===== config.mk =====
export PLATFORM = sky130hd
export DESIGN_NAME = stepper_angle_positioner_flat
export DESIGN_NICKNAME = d
export VERILOG_FILES = /design/src/sv/spos_pkg.sv /design/src/sv/spos_stream_if.sv /design/src/sv/stepper_angle_positioner.sv /design/src/flat_wrapper.sv
export VERILOG_INCLUDE_DIRS = /design/src /design/src/sv
export SDC_FILE = /design/constraint.sdc
export NUM_CORES = 1
export LEC_CHECK = 0
export BUFFER_PORTS_ARGS = -buffer_cell sky130_fd_sc_hd__buf_2
export CAP_MARGIN = 10
export CORE_AREA = 2 2 127 129
export CTS_CLUSTER_DIAMETER = 80
export DETAILED_ROUTE_END_ITERATION = 12
export DIE_AREA = 0 0 129 131
export PLACE_DENSITY = 0.73
export SLEW_MARGIN = 10
export SYNTH_ARGS = -nofsm -noshare
export SYNTH_HDL_FRONTEND = slang
export SYNTH_SLANG_ARGS = --single-unit

===== constraint.sdc =====
create_clock -name i_clk -period 12.9 [get_ports i_clk]
set_input_delay 2.58 -clock i_clk [delete_from_list [all_inputs] [get_ports i_clk]]
set_output_delay 2.58 -clock i_clk [all_outputs]
set_load 0.005 [all_outputs]

===== src/sv/assert_macros.svh =====
// ----------------------------------------------------------------------------
// assertion macros
// shared concurrent assertion forms, clocked and disabled during reset
// ----------------------------------------------------------------------------
`ifndef ASSERT_MACROS_SVH
`define ASSERT_MACROS_SVH

// property checked on every rising clock edge outside reset
`define SPOS_ASSERT(name, clk, rst_n, prop) \
    name: assert property (@(posedge clk) disable iff (!rst_n) (prop)) \
        else $error("assertion failed: property does not hold");

// condition in one cycle implies a consequence in the next
`define SPOS_ASSERT_NEXT(name, clk, rst_n, pre, post) \
    name: assert property (@(posedge clk) disable iff (!rst_n) (pre) |=> (post)) \
        else $error("assertion failed: next-cycle consequence missing");

`endif


===== src/sv/spos_pkg.sv =====
// ----------------------------------------------------------------------------
// spos_pkg
// types, coil tables and elaboration helpers for the stepper angle positioner
// ----------------------------------------------------------------------------
package spos_pkg;

    typedef enum logic [1:0] {
        ACT_TICK       = 2'd0,
        ACT_SET_TARGET = 2'd1,
        ACT_PRESET     = 2'd2,
        ACT_LOAD       = 2'd3
    } t_action;

    typedef struct packed {
        t_action     action;
        logic [7:0]  angle;
        logic [15:0] step_count;
    } t_spos_in;

    typedef struct packed {
        logic [7:0]  coil_pattern;
        logic        stepped;
        logic        counter_clockwise;
        logic [7:0]  actual_angle;
        logic [15:0] steps_left;
    } t_spos_out;

    localparam logic [7:0] COILS_OFF        = 8'h00;
    localparam logic [7:0] DIVIDER_RESET    = 8'd5;
    localparam logic [7:0] CW_TABLE  [4]    = '{8'h50, 8'h60, 8'hA0, 8'h90};
    localparam logic [7:0] CCW_TABLE [4]    = '{8'h90, 8'hA0, 8'h60, 8'h50};

    // count of trailing zero bits
    function automatic int spos_ctz(input logic [7:0] d);
        int   tz;
        logic found;
        tz    = 0;
        found = 1'b0;
        for (int i = 0; i < 8; i++) begin
            if (!found && !d[i]) begin
                tz = tz + 1;
            end else begin
                found = 1'b1;
            end
        end
        return tz;
    endfunction

    // multiplicative inverse of an odd value modulo 2^16 (newton iteration)
    function automatic logic [15:0] spos_inv16(input logic [15:0] d);
        logic [15:0] x;
        x = d;
        for (int i = 0; i < 4; i++) begin
            x = x * (16'd2 - d * x);
        end
        return x;
    endfunction

endpackage


===== src/sv/spos_stream_if.sv =====
// ----------------------------------------------------------------------------
// spos_stream_if
// valid/ready stream channel carrying one payload per transfer
// ----------------------------------------------------------------------------
interface spos_stream_if #(
    parameter type T = logic
);
    logic valid;
    logic ready;
    T     data;

    modport source (output valid, output data, input ready);
    modport sink   (input valid, input data, output ready);
endinterface


===== src/sv/stepper_angle_positioner.sv =====
// ----------------------------------------------------------------------------
// stepper_angle_positioner
// Takes one item per clock cycle unless the output stalls: the tick, target,
// preset and load items update the drive state in a single combinational
// pass and the result is written to an output register on the transfer. The
// input is ready whenever the output register is empty or being drained in
// the same cycle, so with an always-ready sink the block sustains one item
// per cycle. Divisibility of the step count by DEGREE_STEPS is tested with
// one 16x16 multiply by the modular inverse of its odd part.
// ----------------------------------------------------------------------------
`include "assert_macros.svh"

module stepper_angle_positioner #(
    parameter int DEGREE_STEPS = 17
) (
    input  logic         i_clk,
    input  logic         i_rst_n,
    input  logic         i_cfg_we,
    input  logic [7:0]   i_cfg_wdata,
    spos_stream_if.sink   i_in,
    spos_stream_if.source o_out
);
    import spos_pkg::*;

    localparam int          DEG_TZ    = spos_ctz(8'(DEGREE_STEPS));
    localparam logic [15:0] DEG_INV   = spos_inv16(16'(DEGREE_STEPS >> DEG_TZ));
    localparam logic [15:0] DEG_LIMIT = 16'(32'hFFFF / DEGREE_STEPS);

    logic [7:0]  r_divider;
    logic [7:0]  r_prescaler, n_prescaler;
    logic [1:0]  r_phase,     n_phase;
    logic [7:0]  r_target,    n_target;
    logic [7:0]  r_position,  n_position;
    logic [15:0] r_remaining, n_remaining;
    logic        r_ccw,       n_ccw;
    logic [7:0]  r_drive,     n_drive;
    logic        n_stepped;
    logic        r_out_valid;
    t_spos_out   r_out;

    logic        w_in_xfer;
    logic [15:0] w_next_rem;
    logic [15:0] w_prod;
    logic [15:0] w_rot;
    logic        w_on_degree;
    logic [7:0]  w_diff;
    logic [15:0] w_reload;
    logic        w_step_ccw;

    // no transfer is taken while reset is held
    assign i_in.ready = i_rst_n && (!r_out_valid || o_out.ready);
    assign w_in_xfer  = i_in.valid && i_in.ready;

    assign o_out.valid = r_out_valid;
    assign o_out.data  = r_out;

    // exact divisibility test: rotate(v * inv(odd part)) <= floor(max / d)
    assign w_next_rem  = r_remaining - 16'd1;
    assign w_prod      = w_next_rem * DEG_INV;
    assign w_rot       = (w_prod >> DEG_TZ) | (w_prod << (16 - DEG_TZ));
    assign w_on_degree = (w_rot <= DEG_LIMIT);

    assign w_diff   = (r_position < i_in.data.angle) ? (i_in.data.angle - r_position)
                                                     : (r_position - i_in.data.angle);
    assign w_reload = {8'd0, w_diff} * 16'(DEGREE_STEPS);

    assign w_step_ccw = (r_position > r_target);

    always_comb begin
        n_prescaler = r_prescaler;
        n_phase     = r_phase;
        n_target    = r_target;
        n_position  = r_position;
        n_remaining = r_remaining;
        n_ccw       = r_ccw;
        n_drive     = r_drive;
        n_stepped   = 1'b0;
        unique case (i_in.data.action)
            ACT_TICK: begin
                n_prescaler = r_prescaler + 8'd1;
                if (n_prescaler == r_divider) begin
                    n_prescaler = 8'd0;
                    if (r_position != r_target) begin
                        n_stepped   = 1'b1;
                        n_ccw       = w_step_ccw;
                        n_drive     = w_step_ccw ? CCW_TABLE[r_phase] : CW_TABLE[r_phase];
                        n_phase     = r_phase + 2'd1;
                        n_remaining = w_next_rem;
                        if (w_on_degree) begin
                            n_position = w_step_ccw ? (r_position - 8'd1)
                                                    : (r_position + 8'd1);
                        end
                    end else begin
                        n_drive = COILS_OFF;
                        n_phase = 2'd0;
                    end
                end
            end
            ACT_SET_TARGET: begin
                if (i_in.data.angle != r_target) begin
                    n_target = i_in.data.angle;
                    if (i_in.data.angle != r_position) begin
                        n_remaining = w_reload;
                    end
                end
            end
            ACT_PRESET: begin
                n_position = i_in.data.angle;
            end
            ACT_LOAD: begin
                n_remaining = i_in.data.step_count;
            end
            default: begin
                n_stepped = 1'b0;
            end
        endcase
    end

    always_ff @(posedge i_clk) begin
        if (!i_rst_n) begin
            r_divider   <= DIVIDER_RESET;
            r_prescaler <= 8'd0;
            r_phase     <= 2'd0;
            r_target    <= 8'd0;
            r_position  <= 8'd0;
            r_remaining <= 16'd0;
            r_ccw       <= 1'b0;
            r_drive     <= COILS_OFF;
            r_out_valid <= 1'b0;
        end else begin
            if (i_cfg_we) begin
                r_divider <= i_cfg_wdata;
            end
            if (w_in_xfer) begin
                r_prescaler <= n_prescaler;
                r_phase     <= n_phase;
                r_target    <= n_target;
                r_position  <= n_position;
                r_remaining <= n_remaining;
                r_ccw       <= n_ccw;
                r_drive     <= n_drive;
                r_out_valid <= 1'b1;
            end else if (o_out.ready) begin
                r_out_valid <= 1'b0;
            end
        end
    end

    // result payload, loaded on each input transfer
    always_ff @(posedge i_clk) begin
        if (w_in_xfer) begin
            r_out.coil_pattern      <= n_drive;
            r_out.stepped           <= n_stepped;
            r_out.counter_clockwise <= n_ccw;
            r_out.actual_angle      <= n_position;
            r_out.steps_left        <= n_remaining;
        end
    end

    `SPOS_ASSERT_NEXT(a_xfer_fills_result, i_clk, i_rst_n, w_in_xfer, r_out_valid)
    `SPOS_ASSERT(a_step_drives_coils, i_clk, i_rst_n,
                 (r_out_valid && r_out.stepped) |-> (r_out.coil_pattern != COILS_OFF))
    `SPOS_ASSERT_NEXT(a_step_counts_down, i_clk, i_rst_n, w_in_xfer && n_stepped,
                      r_remaining == $past(r_remaining) - 16'd1)
    `SPOS_ASSERT_NEXT(a_command_no_step, i_clk, i_rst_n,
                      w_in_xfer && (i_in.data.action != ACT_TICK), !r_out.stepped)

endmodule


===== src/flat_wrapper.sv =====
// flat-port wrapper written by rule: the top's interface ports become plain ports
module stepper_angle_positioner_flat import spos_pkg::*;
#(
    parameter int DEGREE_STEPS = 17
)
  (i_clk, i_rst_n, i_cfg_we, i_cfg_wdata, i_in_valid, i_in_data, i_in_ready, o_out_valid, o_out_data, o_out_ready);
  spos_stream_if #(.T(t_spos_in)) i_in_i ();
  spos_stream_if #(.T(t_spos_out)) o_out_i ();
  input  logic i_clk;
  input  logic i_rst_n;
  input  logic i_cfg_we;
  input  logic [7:0] i_cfg_wdata;
  input wire logic [$bits(i_in_i.valid)-1:0] i_in_valid;
  input wire logic [$bits(i_in_i.data)-1:0] i_in_data;
  output wire logic [$bits(i_in_i.ready)-1:0] i_in_ready;
  output wire logic [$bits(o_out_i.valid)-1:0] o_out_valid;
  output wire logic [$bits(o_out_i.data)-1:0] o_out_data;
  input wire logic [$bits(o_out_i.ready)-1:0] o_out_ready;
  assign i_in_i.valid = i_in_valid;
  assign i_in_i.data = i_in_data;
  assign i_in_ready = i_in_i.ready;
  assign o_out_valid = o_out_i.valid;
  assign o_out_data = o_out_i.data;
  assign o_out_i.ready = o_out_ready;
  stepper_angle_positioner #(.DEGREE_STEPS(DEGREE_STEPS)) u_core (.i_clk(i_clk), .i_rst_n(i_rst_n), .i_cfg_we(i_cfg_we), .i_cfg_wdata(i_cfg_wdata), .i_in(i_in_i), .o_out(o_out_i));
endmodule

After elaboration in Yosys (flattened, before gate mapping)
Index checks and enable logic that the tools add are counted.
{ "totals": {"n_memories": 0, "latchBits": 0, "ramBits": 0, "rom_bits": 0, "out_inout_bits": 36, "regBits": 94, "inputBits": 39} }
{ "classes": {"shifts": 0, "n_eq_ne": 7, "n_lt_le_gt_ge": 4, "reduce_logical": 10, "n_bitwise": 1, "n_addsub": 7, "n_div": 0, "mux": 29, "n_mul": 2} }
{ "op_table": {"columns": ["op", "count"], "rows": [
  ["8-bit two-way mux", 14],
  ["16-bit two-way mux", 4],
  ["16-bit case mux with 3 select lines", 1],
  ["8-bit binary-select mux with 2-bit select", 2],
  ["8-bit != test", 3],
  ["8-bit by 1-bit adder with 8-bit output (second input constant)", 2],
  ["16-bit by 12-bit <= comparator with 1-bit output (second input constant)", 1],
  ["16-bit by 13-bit multiplier with 16-bit output (second input constant)", 1],
  ["8-bit case mux with 2 select lines", 1],
  ["16-bit by 1-bit subtractor with 16-bit output (second input constant)", 1],
  ["8-bit subtractor", 2],
  ["8-bit by 5-bit multiplier with 13-bit output (second input constant)", 1],
  ["8-bit equality test", 1],
  ["8-bit > comparator", 1],
  ["8-bit less-than comparator", 1],
  ["8-bit by 1-bit subtractor with 8-bit output (second input constant)", 1],
  ["1-bit two-way mux", 6],
  ["3-bit AND reduction", 2],
  ["2-bit equality test (second input constant)", 2],
  ["2-bit AND reduction", 2],
  ["3-bit greater-or-equal comparator (second input constant)", 1],
  ["2-bit inverter with 3-bit output", 1],
  ["2-bit by 1-bit adder with 2-bit output (second input constant)", 1],
  ["2-bit by 1-bit equality test with 1-bit output (second input constant)", 1],
  ["other kinds (6)", 7]
]} }

Logic depth before layout (Yosys ltp)
Gate-level depths: netlist of the first run.
{ "depth": {"word_depth": 8, "depth_mapped": 27, "ltp_nobuf": 25} }

Worst setup path before layout of the first run
OpenSTA, ideal clock, no wires.
{ "synth_timing": {"kind": "input to register", "start": "input port i_in_data[16]", "end": "register u_core.r_out, in the netlist u_core.o_out.data[10] (data pin)", "path_buffers": 2, "setup_time_ps": 266, "path_slack_ps": 6268, "cell_stages": 20, "arrival_ps": 6366, "path_cell_list": "ha_1 -> inv_1 -> fa_1 -> a21o_1 -> a21oi_1 -> o21ai_1 -> buf_6 -> or3_1 -> and3_1 -> or4_1 -> clkbuf_2 -> ha_1 -> ha_1 -> a21oi_1 -> nor2b_1 -> nor2_1 -> nor3_1 -> xor2_1 -> o21ai_0 -> a21boi_0"} }
{ "synth_via": {"elab_chain_cells": 6, "elab_cells_between_ends": 10, "cone_classes": "add/sub: 2; mul: 1; order compare: 1; eq/ne: 2; mux: 4"} }
{ "synth_lines": {"columns": ["item", "line_no", "source"], "rows": [
  ["from (decl)", "flat_wrapper.sv:14", "input wire logic [$bits(i_in_i.data)-1:0] i_in_data;"],
  ["8-bit subtractor (tied with other cells)", "stepper_angle_positioner.sv:64", ": (r_position - i_in.data.angle);"],
  ["8-bit two-way mux", "stepper_angle_positioner.sv:63", "assign w_diff = (r_position < i_in.data.angle) ? (i_in.data.angle - r_position)"],
  ["8-bit by 5-bit multiplier with 13-bit output", "stepper_angle_positioner.sv:65", "assign w_reload = {8'd0, w_diff} * 16'(DEGREE_STEPS);"],
  ["16-bit two-way mux", "stepper_angle_positioner.sv:102", "if (i_in.data.angle != r_position) begin"],
  ["16-bit two-way mux (*)", "stepper_angle_positioner.sv:100", "if (i_in.data.angle != r_target) begin"],
  ["16-bit case mux with 3 select lines (*)", "stepper_angle_positioner.sv:78", "unique case (i_in.data.action)"],
  ["via u_core.n_remaining[10]", "stepper_angle_positioner.sv:34", "logic [15:0] r_remaining, n_remaining;"],
  ["to (decl)", "stepper_angle_positioner.sv:39", "t_spos_out r_out;"]
]} }
Mark *: on every way through the listed nets, which the timed path passes. The rest lies on a longest branch.
A chain may end at the register's enable or synchronous reset.

Worst setup path after layout of the first run
{ "layout_timing": {"start": "register u_core.r_remaining[0]", "end": "register u_core.r_out, in the netlist u_core.o_out.data[18] (data pin)"} }
{ "layout_via": {"elab_chain_cells": 7} }
{ "layout_lines": {"columns": ["item", "line_no", "source"], "rows": [
  ["from (decl)", "stepper_angle_positioner.sv:34", null],
  ["from (signal assigned)", "stepper_angle_positioner.sv:139", "r_remaining <= n_remaining;"],
  ["16-bit by 1-bit subtractor with 16-bit output", "stepper_angle_positioner.sv:58", "assign w_next_rem = r_remaining - 16'd1;"],
  ["16-bit by 13-bit multiplier with 16-bit output", "stepper_angle_positioner.sv:59", "assign w_prod = w_next_rem * DEG_INV;"],
  ["16-bit by 12-bit <= comparator with 1-bit output", "stepper_angle_positioner.sv:61", "assign w_on_degree = (w_rot <= DEG_LIMIT);"],
  ["8-bit two-way mux", "stepper_angle_positioner.sv:89", "if (w_on_degree) begin"],
  ["8-bit two-way mux", "stepper_angle_positioner.sv:83", "if (r_position != r_target) begin"],
  ["8-bit two-way mux", "stepper_angle_positioner.sv:81", "if (n_prescaler == r_divider) begin"],
  ["8-bit case mux with 2 select lines", "stepper_angle_positioner.sv:78", null],
  ["via u_core.n_position[2]", "stepper_angle_positioner.sv:33", "logic [7:0] r_position, n_position;"]
]} }
The timed path passes the listed nets, and every way through them passes these cells.

==> results of run 1 <==
area by class of cell:
class | count | area share, %
well taps | 216 | 2.961
multi-input cells | 748 | 62.10
clock buffers | 9 | 2.467
flip-flops and latches | 94 | 24.34
inverters | 65 | 2.673
clock inverters | 7 | 0.7401
repair buffers | 82 | 4.715
sequential cells by signal, indices dropped and copies added (netlist names):
signal and count:
u_core.o_out.data 34, u_core.o_out.valid 1, u_core.r_ccw 1, u_core.r_divider 8
u_core.r_drive 8, u_core.r_phase 2, u_core.r_position 8, u_core.r_prescaler 8
u_core.r_remaining 16, u_core.r_target 8
cells by family (layout without fill, tap and decap cells):
logic type / count (synthesis) / in the layout / synth area share (%)
AOI/OAI and AO/OA: 218 / 218 / 17.04
xor gates and xnor gates: 80 / 80 / 8.901
adders and majority gates: 116 / 116 / 19.30
buffers and inverters: 111 / 163 / 5.329
DFF: 94 / 94 / 26.66
muxes: 43 / 43 / 5.239
and+or+nand+nor: 291 / 291 / 17.53
synth_stat cells (3+ instances only):
library cell  count
xor2_1           24
and2_1           12
clkbuf_1         36
a21o_1           14
maj3_1            3
fa_1             22
o22a_1            6
or4_1             3
or3_1             5
nor2b_1          10
nor2_1           86
o31ai_2           3
buf_2             3
mux2_2            5
nand3_1          22
nor3_1           17
o21a_1            6
dfxtp_1          60
xnor3_1           3
o32ai_1           3
o41ai_1           4
nand2b_1          5
o31ai_1           9
edfxtp_1         34
nor3_2            4
mux2i_1          38
nor4_1            5
inv_1            64
and3_1           10
and4_1            3
a211oi_1          7
or4b_1            4
a31oi_1          10
a21oi_1          57
nand4_1          15
nand2_1          78
o21ai_0          60
xnor2_1          53
a2bb2oi_1         8
o211ai_1          5
ha_1             91
per-layer routing:
layer | vias to the layer above | share of wire (%) | track usage, %
li1 | 3475 | - | -
met1 | 3306 | 46 | 36.12
met2 | 246 | 46 | 42.76
met3 | 44 | 5.2 | 3.909
met4 | 0 | 2.5 | 8.632
met5 | - | 0 | 0
worst paths after layout:
check / endpoint / startpoint / slack (ps)
min reg2reg: u_core.r_ccw / u_core.r_ccw / 460
max reg2reg: u_core.o_out.data[18] / u_core.r_remaining[0] / 5500
max: u_core.o_out.data[18] / u_core.r_remaining[0] / 5500
min: u_core.r_ccw / u_core.r_ccw / 460
critical path, cell delays in order (launching register included):
cell	delay (ps)
dfxtp_1	440
inv_1	230
ha_1	260
nor3b_2	430
nand2_1	180
xnor2_1	630
xnor2_1	250
xnor2_1	190
ha_1	330
ha_1	310
fa_1	530
fa_1	520
ha_1	320
ha_1	260
a211oi_1	360
o21bai_1	170
nor2_1	130
xor2_1	160
a31oi_1	150
nor4b_4	510
nand2_2	300
o31ai_1	300
a2bb2oi_1	120
through the flow:
stage | hold slack [ps] | utilization [%] | worst slack, ps | cell area (um2) | std cells
after CTS | 460.5 | 58.53 | 5609 | 9129 | 1221
after global routing | 488.9 | 58.53 | 5089 | 9129 | 1221
after floorplan | 432.9 | - | 6268 | 8335 | 953
final | 458.7 | 58.53 | 5504 | 9129 | 1221
after global placement | 440.2 | 56.65 | 5487 | 8836 | 1205
after detailed placement | 450.8 | 56.65 | 5468 | 8836 | 1205
==> summary.txt, run 1 <==
Outcome
  • Run status: finished clean

STA
  • RSZ-0062 raised after global routing: no
  • Clock Skew: 10.18 ps
  • Period utilization: 57.34%
  • Slew @ Worst Pin: 834.4 ps
  • Max transition margin: 44.04%
  • Final Max Slew Viols: 0
  • Setup TNS: 0 ps
  • Fin crit period: 7396 ps
  • Final setup viols: 0
  • Fin. Hold Viols: 0
  • Fmax: 0.1352 GHz

Global route
  • Pin count of the biggest net entering global routing: 50
  • Vias in the first global route: 6593
  • First-pass GRT wire length: 34.67 mm
  • Global route total overflow: 0
  • Tot GR Track Use: 26.30%
  • Initial antenna violation count: 0

Worst setup path
  • CP startpoint kind: flip-flop
  • CP required: 12960 ps
  • Worst R2R Path Depth: 22
  • Worst setup EP type: flip-flop
  • CP max FO: 11
  • Arr. time, crit path: 7450 ps
  • Setup Crit Path Kind: reg -> reg

Placed design
  • DP Wirelength: 16.07 mm
  • Placer Congestion: 0.9473
  • Buffers added on ports: 74

Clock network
  • Sinks on the clock net: 94
  • Worst-skew pair later-pin latency: 360 ps
  • Clock Path Buffers: 2
  • CTS tree: built
  • CTS Hold Buffers Added: 0
  • Total CTS buffers: 9
  • Post-CTS sizing: 0
  • Reg clk slew, reported paths: 80 ps
  • Post-CTS Setup Inserts: 0
  • H-tree Lvls: 3
  • Clock root buffer: clkbuf_16

Hold path
  • Hold Crit Class: reg -> reg
  • Hold Crit Depth: 2

Layout
  • Most common cell after layout, fill and taps aside: ha_1
  • Nets: 1152
  • Area grow syn2layout: 9.517%
  • Reg area: 2222 um2
  • Share of post-route cells with drive strength above 1: 12.54%
  • Area taken by multi-input logic gates: 5669 um2
  • ANT cells: 0
  • Highest-count cells in the layout ignoring fill and taps: ha_1, nor2_1, nand2_1, buf_2, inv_1
  • Number of fill cells in the layout: 1387

Synth
  • Leading area contributor after synthesis: dfxtp_1
  • Post-synthesis sequential area ratio: 26.66%
  • Synth top area share: 14.41%
  • Avg Cell Area, Syn: 8.747 um2
  • Yosys reg bits: 94
  • Synth top area cells: dfxtp_1, ha_1, edfxtp_1
  • Synth cell types: 74
  • Synth warn: 0
  • Primary FF master, synth: dfxtp_1
  • Syn Std Cell Area: 8335 um2
  • Post-Syn Nets: 1105
  • Synth Instances: 953
  • Post-synth ARST share: 0%
  • Post-synth EDFFs: 34

Routing
  • Via density: 5.791
  • Initial DRC count: 681
  • Avg WL per Cell: 17.59 um
  • ANT nets after route: 0
  • Routed via count: 7071
  • Drt pass-1 iters: 5
  • # DRC: 0
  • Final WL: 21.48 mm

Floorplan
  • Die width: 129 um
  • Core area: 15600 um2
  • Overall die area: 16900 um2
  • Num ports: 75
  • Rows: 46
  • Die height: 131 um
  • Initial Utilization: 53.44%

Run
  • Maximum capacitance violations: 0
Power of run 1 is left out: the tool's default activity adds up to more than one toggle a clock period on the data nets, which glitch-free logic cannot reach.
==> inputs of run 2 (changes only) <==
==> constraint.sdc (replaced) <==
create_clock -name i_clk -period 6.9 [get_ports i_clk]
set_input_delay 1.38 -clock i_clk [delete_from_list [all_inputs] [get_ports i_clk]]
set_output_delay 1.38 -clock i_clk [all_outputs]
set_load 0.005 [all_outputs]
==> run 2 against run 1 <==
Net effect:
- non-clock buffer count up 8
- register-to-register slack worse by 5100 ps
- first-iteration DRC count up 2.8%
- setup slack worse by 5100 ps
- maximum frequency up 13%
- critical path depth up 1
- flip-flop and latch count unchanged
- clock skew down 1.4 ps
- critical endpoint is now u_core.o_out.data[21]
==> summary.txt, run 2 (synthesis results as in run 1) <==
Floorplan
  • Die height: 131 um
  • Core area: 15600 um2
  • Die width: 129 um
  • Initial Utilization: 53.44%
  • Num ports: 75
  • Overall die area: 16900 um2
  • Rows: 46

STA
  • Period utilization: 94.54%
  • Slew @ Worst Pin: 905.7 ps
  • Max transition margin: 39.22%
  • Worst setup margin: 377.1 ps
  • Fmax: 0.1533 GHz
  • Final Max Slew Viols: 0
  • Fin. Hold Viols: 0
  • Fin crit period: 6523 ps
  • Final setup viols: 0
  • Hold slack: 459.6 ps
  • Clock Skew: 8.774 ps

Placed design
  • Buffers added on ports: 74
  • DP Wirelength: 16.42 mm
  • Placer Congestion: 0.9383
  • Worst slack, placed: 225.3 ps
  • Placed instance area: 8889 um2

Routing
  • ANT nets after route: 0
  • Avg WL per Cell: 17.46 um
  • # DRC: 0
  • Routed via count: 7222
  • Final WL: 21.46 mm
  • Drt pass-1 iters: 5
  • Initial DRC count: 700
  • Via density: 5.876

Worst setup path
  • CP max FO: 11
  • Setup Crit Path Kind: reg -> reg
  • Worst setup EP type: flip-flop
  • Worst path cell trace: inv_1 > ha_1 > nor3b_4 > a31oi_1 > nor2_1 > inv_1 > fa_1 > ha_1 > inv_1 > fa_1 > fa_1 > inv_1 > fa_1 > ha_1 > xnor2_1 > xnor2_1 > xnor3_1 > xnor2_1 > xnor2_1 > xor2_2 > nand2_4 > o31ai_1 > a2bb2oi_1
  • Crit-path slowest cell: fa_1
  • CP required: 6970 ps
  • Arr. time, crit path: 6590 ps
  • Slowest Stage Delay on Critical Path: 550 ps
  • Bufs and invs on worst path: 4
  • Family with the most delay on the worst path: adder cells
  • CP startpoint kind: flip-flop

Layout
  • Area grow syn2layout: 10.94%
  • Max reg flops: 34
  • Nets: 1160
  • Share of post-route cells with drive strength above 1: 13.72%
  • Final Cell Area: 9248 um2
  • Highest-count cells in the layout ignoring fill and taps: ha_1, nor2_1, nand2_1, buf_2, inv_1
  • ANT cells: 0
  • Number of fill cells in the layout: 1374
  • Most common cell after layout, fill and taps aside: ha_1

Clock network
  • Reg clk slew, reported paths: 70 ps
  • Clock Path Buffers: 2
  • Total CTS buffers: 9
  • Worst-skew pair later-pin latency: 360 ps
  • CTS Hold Buffers Added: 0
  • Clock root buffer: clkbuf_16
  • H-tree Lvls: 3
  • CTS tree: built
  • Sinks on the clock net: 94

Global route
  • First-pass GRT wire length: 34.00 mm
  • Initial antenna violation count: 0
  • Vias in the first global route: 6590
  • Tot GR Track Use: 25.76%
  • Pin count of the biggest net entering global routing: 50
  • Global route total overflow: 0

Run
  • Maximum capacitance violations: 0

Outcome
  • Run status: finished clean

Hold path
  • Hold Crit Class: reg -> reg
==> run 2: changes by cell type in the layout (fill, tap and decap cells not counted), sizes merged <==
cell,delta
bufinv,+1
buf,+8
clkinv,-2
clkbuf,+1
==> run 2: stage by stage <==
step	instances	utilization [%]	TNS (ps)
after global routing	1229	59.29	-7.813
after CTS	1228	58.90	0
after detailed placement	1212	56.99	0
after floorplan	953	-	0
after global placement	1212	56.99	0
final	1229	59.29	0
==> run 2: worst paths after layout <==
path	startpoint	to	slack, ps	depth (start not counted)
setup / recovery	u_core.r_remaining[1]	u_core.o_out.data[21]	380	23
hold / removal	u_core.r_drive[5]	u_core.r_drive[5]	460	2
setup reg to reg	u_core.r_remaining[1]	u_core.o_out.data[21]	380	23
hold reg to reg	u_core.r_drive[5]	u_core.r_drive[5]	460	2
==> run 2: worst min-delay path, cell delays in order, from the launching register on <==
cell and delay (ps):
dfxtp_1 310, nand2_1 50, a21oi_1 50
==> run 2: final cells by class <==
type | count | area [um2] | area share, %
Inverter | 65 | 244.0 | 2.638
Sequential cell | 94 | 2222 | 24.03
Tap cell | 216 | 270.3 | 2.922
Clock buffer | 10 | 229.0 | 2.476
Timing Repair Buffer | 90 | 490.5 | 5.304
Multi-Input combinational cell | 748 | 5723 | 61.89
Clock inverter | 6 | 68.82 | 0.7441
==> run 2: routing by layer <==
layer | up-vias | GRT usage [%] | share of wire, %
met5 | - | 0 | 0
met4 | 0 | 9.143 | 3.0
met3 | 51 | 3.787 | 6.2
met2 | 277 | 41.55 | 46
met1 | 3389 | 35.44 | 45
li1 | 3505 | - | -
==> run 2: what timing repair did <==
| item | CTS | global route |
|---|---|---|
| setup buffers | 0 | 1 |
| setup endpoints to repair | 0 | 10 |
| gates resized for setup | 0 | 8 |
Power of run 2 is left out for the same reason.
==> inputs of run 3 (changes only) <==
==> constraint.sdc (replaced) <==
create_clock -name i_clk -period 6.9 [get_ports i_clk]
set_input_delay 0.69 -clock i_clk [delete_from_list [all_inputs] [get_ports i_clk]]
set_output_delay 0.69 -clock i_clk [all_outputs]
set_load 0.005 [all_outputs]
==> run 3 against run 2 <==
Net effect:
- final cell count unchanged
- first-iteration DRC count decreased by 11%
- critical path depth increased by 1
- non-clock buffer count unchanged
- sequential share of layout area about the same
==> summary.txt, run 3 (synthesis results as in run 1) <==
Worst setup path
  • CP max FO: 7
  • Crit-path slowest cell: fa_1
  • Reg2reg setup slack: 410 ps
  • Worst flop-to-flop path startpoint: u_core.r_remaining[1]
  • Arr. time, crit path: 6590 ps
  • Family with the most delay on the worst path: adder cells
  • Slowest Stage Delay on Critical Path: 560 ps
  • Crit Reg-Reg Endpoint: u_core.o_out.data[17]
  • CP startpoint kind: flip-flop
  • Worst setup EP type: flip-flop
  • CP required: 7000 ps
  • Worst path cell trace: inv_1 > ha_1 > a21boi_4 > nand2_1 > nor3_2 > xnor2_2 > inv_1 > maj3_1 > ha_1 > ha_1 > fa_1 > fa_1 > inv_1 > fa_1 > inv_1 > ha_1 > a21o_1 > a31oi_1 > xnor2_1 > nor4b_4 > buf_4 > a21oi_1 > nor2_2 > o2bb2ai_1
  • Worst R2R Path Depth: 24
  • Setup Crit Path Kind: reg -> reg
  • Bufs and invs on worst path: 5

Clock network
  • CTS tree: built
  • Worst-skew pair later-pin latency: 360 ps
  • Total CTS buffers: 9
  • Clock Path Buffers: 2
  • CTS Hold Buffers Added: 0
  • Clock root buffer: clkbuf_16
  • H-tree Lvls: 3
  • Sinks on the clock net: 94
  • Reg clk slew, reported paths: 70 ps

Hold path
  • Hold Crit Class: reg -> reg
  • Worst hold start: u_core.r_ccw
  • Hold Crit Depth: 2
  • Worst min-delay path endpoint: u_core.r_ccw

Layout
  • Nets: 1160
  • Highest-count cells in the layout ignoring fill and taps: ha_1, nor2_1, nand2_1, buf_2, inv_1
  • Final Cell Area: 9266 um2
  • Core Util, Final: 59.41%
  • Area grow syn2layout: 11.17%
  • Share of post-route cells with drive strength above 1: 13.52%
  • Max reg flops: 34
  • Most common cell after layout, fill and taps aside: ha_1
  • ANT cells: 0

STA
  • Fin. Hold Viols: 0
  • Max transition margin: 36.13%
  • Setup TNS: 0 ps
  • Slew @ Worst Pin: 952.3 ps
  • Final setup viols: 0
  • Final Max Slew Viols: 0
  • RSZ-0062 raised after global routing: no
  • Fmax: 0.1541 GHz
  • Fin crit period: 6489 ps
  • Worst setup margin: 411.4 ps
  • Period utilization: 94.04%
  • Clock Skew: 9.891 ps

Floorplan
  • Die height: 131 um
  • Die width: 129 um
  • Overall die area: 16900 um2
  • Num ports: 75
  • Rows: 46
  • Core area: 15600 um2
  • Initial Utilization: 53.44%

Global route
  • Tot GR Track Use: 26.16%
  • Met1 usage: 34.83%
  • First-pass GRT wire length: 34.50 mm
  • Busiest metal layer after global routing: met2
  • Initial antenna violation count: 0
  • Met2 Track Usage GR: 43.23%
  • Vias in the first global route: 6700
  • Routing usage on met3: 5.049%
  • Pin count of the biggest net entering global routing: 50
  • Global route total overflow: 0

Placed design
  • Placed instance area: 8881 um2
  • Placer Congestion: 0.9414
  • DP Wirelength: 16.54 mm
  • Buffers added on ports: 74
  • Worst slack, placed: 244.4 ps

Routing
  • ANT nets after route: 0
  • Via density: 5.871
  • Final WL: 21.90 mm
  • Routed via count: 7215
  • Drt pass-1 iters: 6
  • # DRC: 0
  • Initial DRC count: 626
  • Avg WL per Cell: 17.82 um

Run
  • Maximum capacitance violations: 0

Outcome
  • Run status: finished clean
-- run 3: cell types whose count changed in the layout (fill, tap and decap cells not counted) --
cell        change
o21ai_0         -1
bufinv_16       +1
xor2_1          +2
clkinv_1        +1
inv_6           -1
xor2_2          -2
o21ai_1         +1
clkbuf_8        +1
inv_8           +1
clkbuf_1        -1
clkinvlp_4      -1
clkinv_2        -1
-- run 3: per-stage QoR --
step	hold WS, ps	instances
after floorplan	432.9	953
after global placement	441.4	1211
after detailed placement	451.6	1211
after CTS	461.0	1227
after global routing	484.6	1229
final	458.6	1229
-- run 3: cell type report --
type | count | area, um2
repair buffers | 90 | 490.5
fillers | 1386 | 6331
clock buffers | 10 | 239.0
flip-flops and latches | 94 | 2222
well taps | 216 | 270.3
inverters | 65 | 244.0
multi-input cells | 748 | 5708
clock inverters | 6 | 92.59
-- run 3: tightest hold or removal path: stages, from the launching register on --
cell     delay [ps]
dfxtp_1         310
nand2_1          50
a21oi_1          50
-- run 3: worst max path at each step --
| stage | start | endpoint | cells past startpoint |
|---|---|---|---|
| 2_1_floorplan | u_core.r_remaining[2] | u_core.o_out.data[18] | 25 |
| 3_3_place_gp | u_core.r_remaining[1] | u_core.o_out.data[21] | 23 |
| 3_5_place_dp | u_core.r_remaining[1] | u_core.o_out.data[20] | 23 |
| 4_1_cts | u_core.r_remaining[1] | u_core.o_out.data[20] | 23 |
| 5_1_grt | u_core.r_remaining[1] | u_core.o_out.data[18] | 25 |
| 6_report | u_core.r_remaining[1] | u_core.o_out.data[17] | 24 |
-- run 3: per-layer routing --
layer | vias to the layer above | share of wire (%) | wire length [um]
met1 | 3334 | 44 | 9570
met5 | - | 0 | 0
met2 | 322 | 46 | 10090
met3 | 63 | 7.2 | 1587
li1 | 3496 | - | -
met4 | 0 | 3.0 | 653
-- run 3: what timing repair did --
action                                  in CTS  in global routing
resized for setup                            0                  7
endpoints found under the setup margin       0                 16
buffers inserted                             0                  2
Power of run 3 is left out for the same reason.
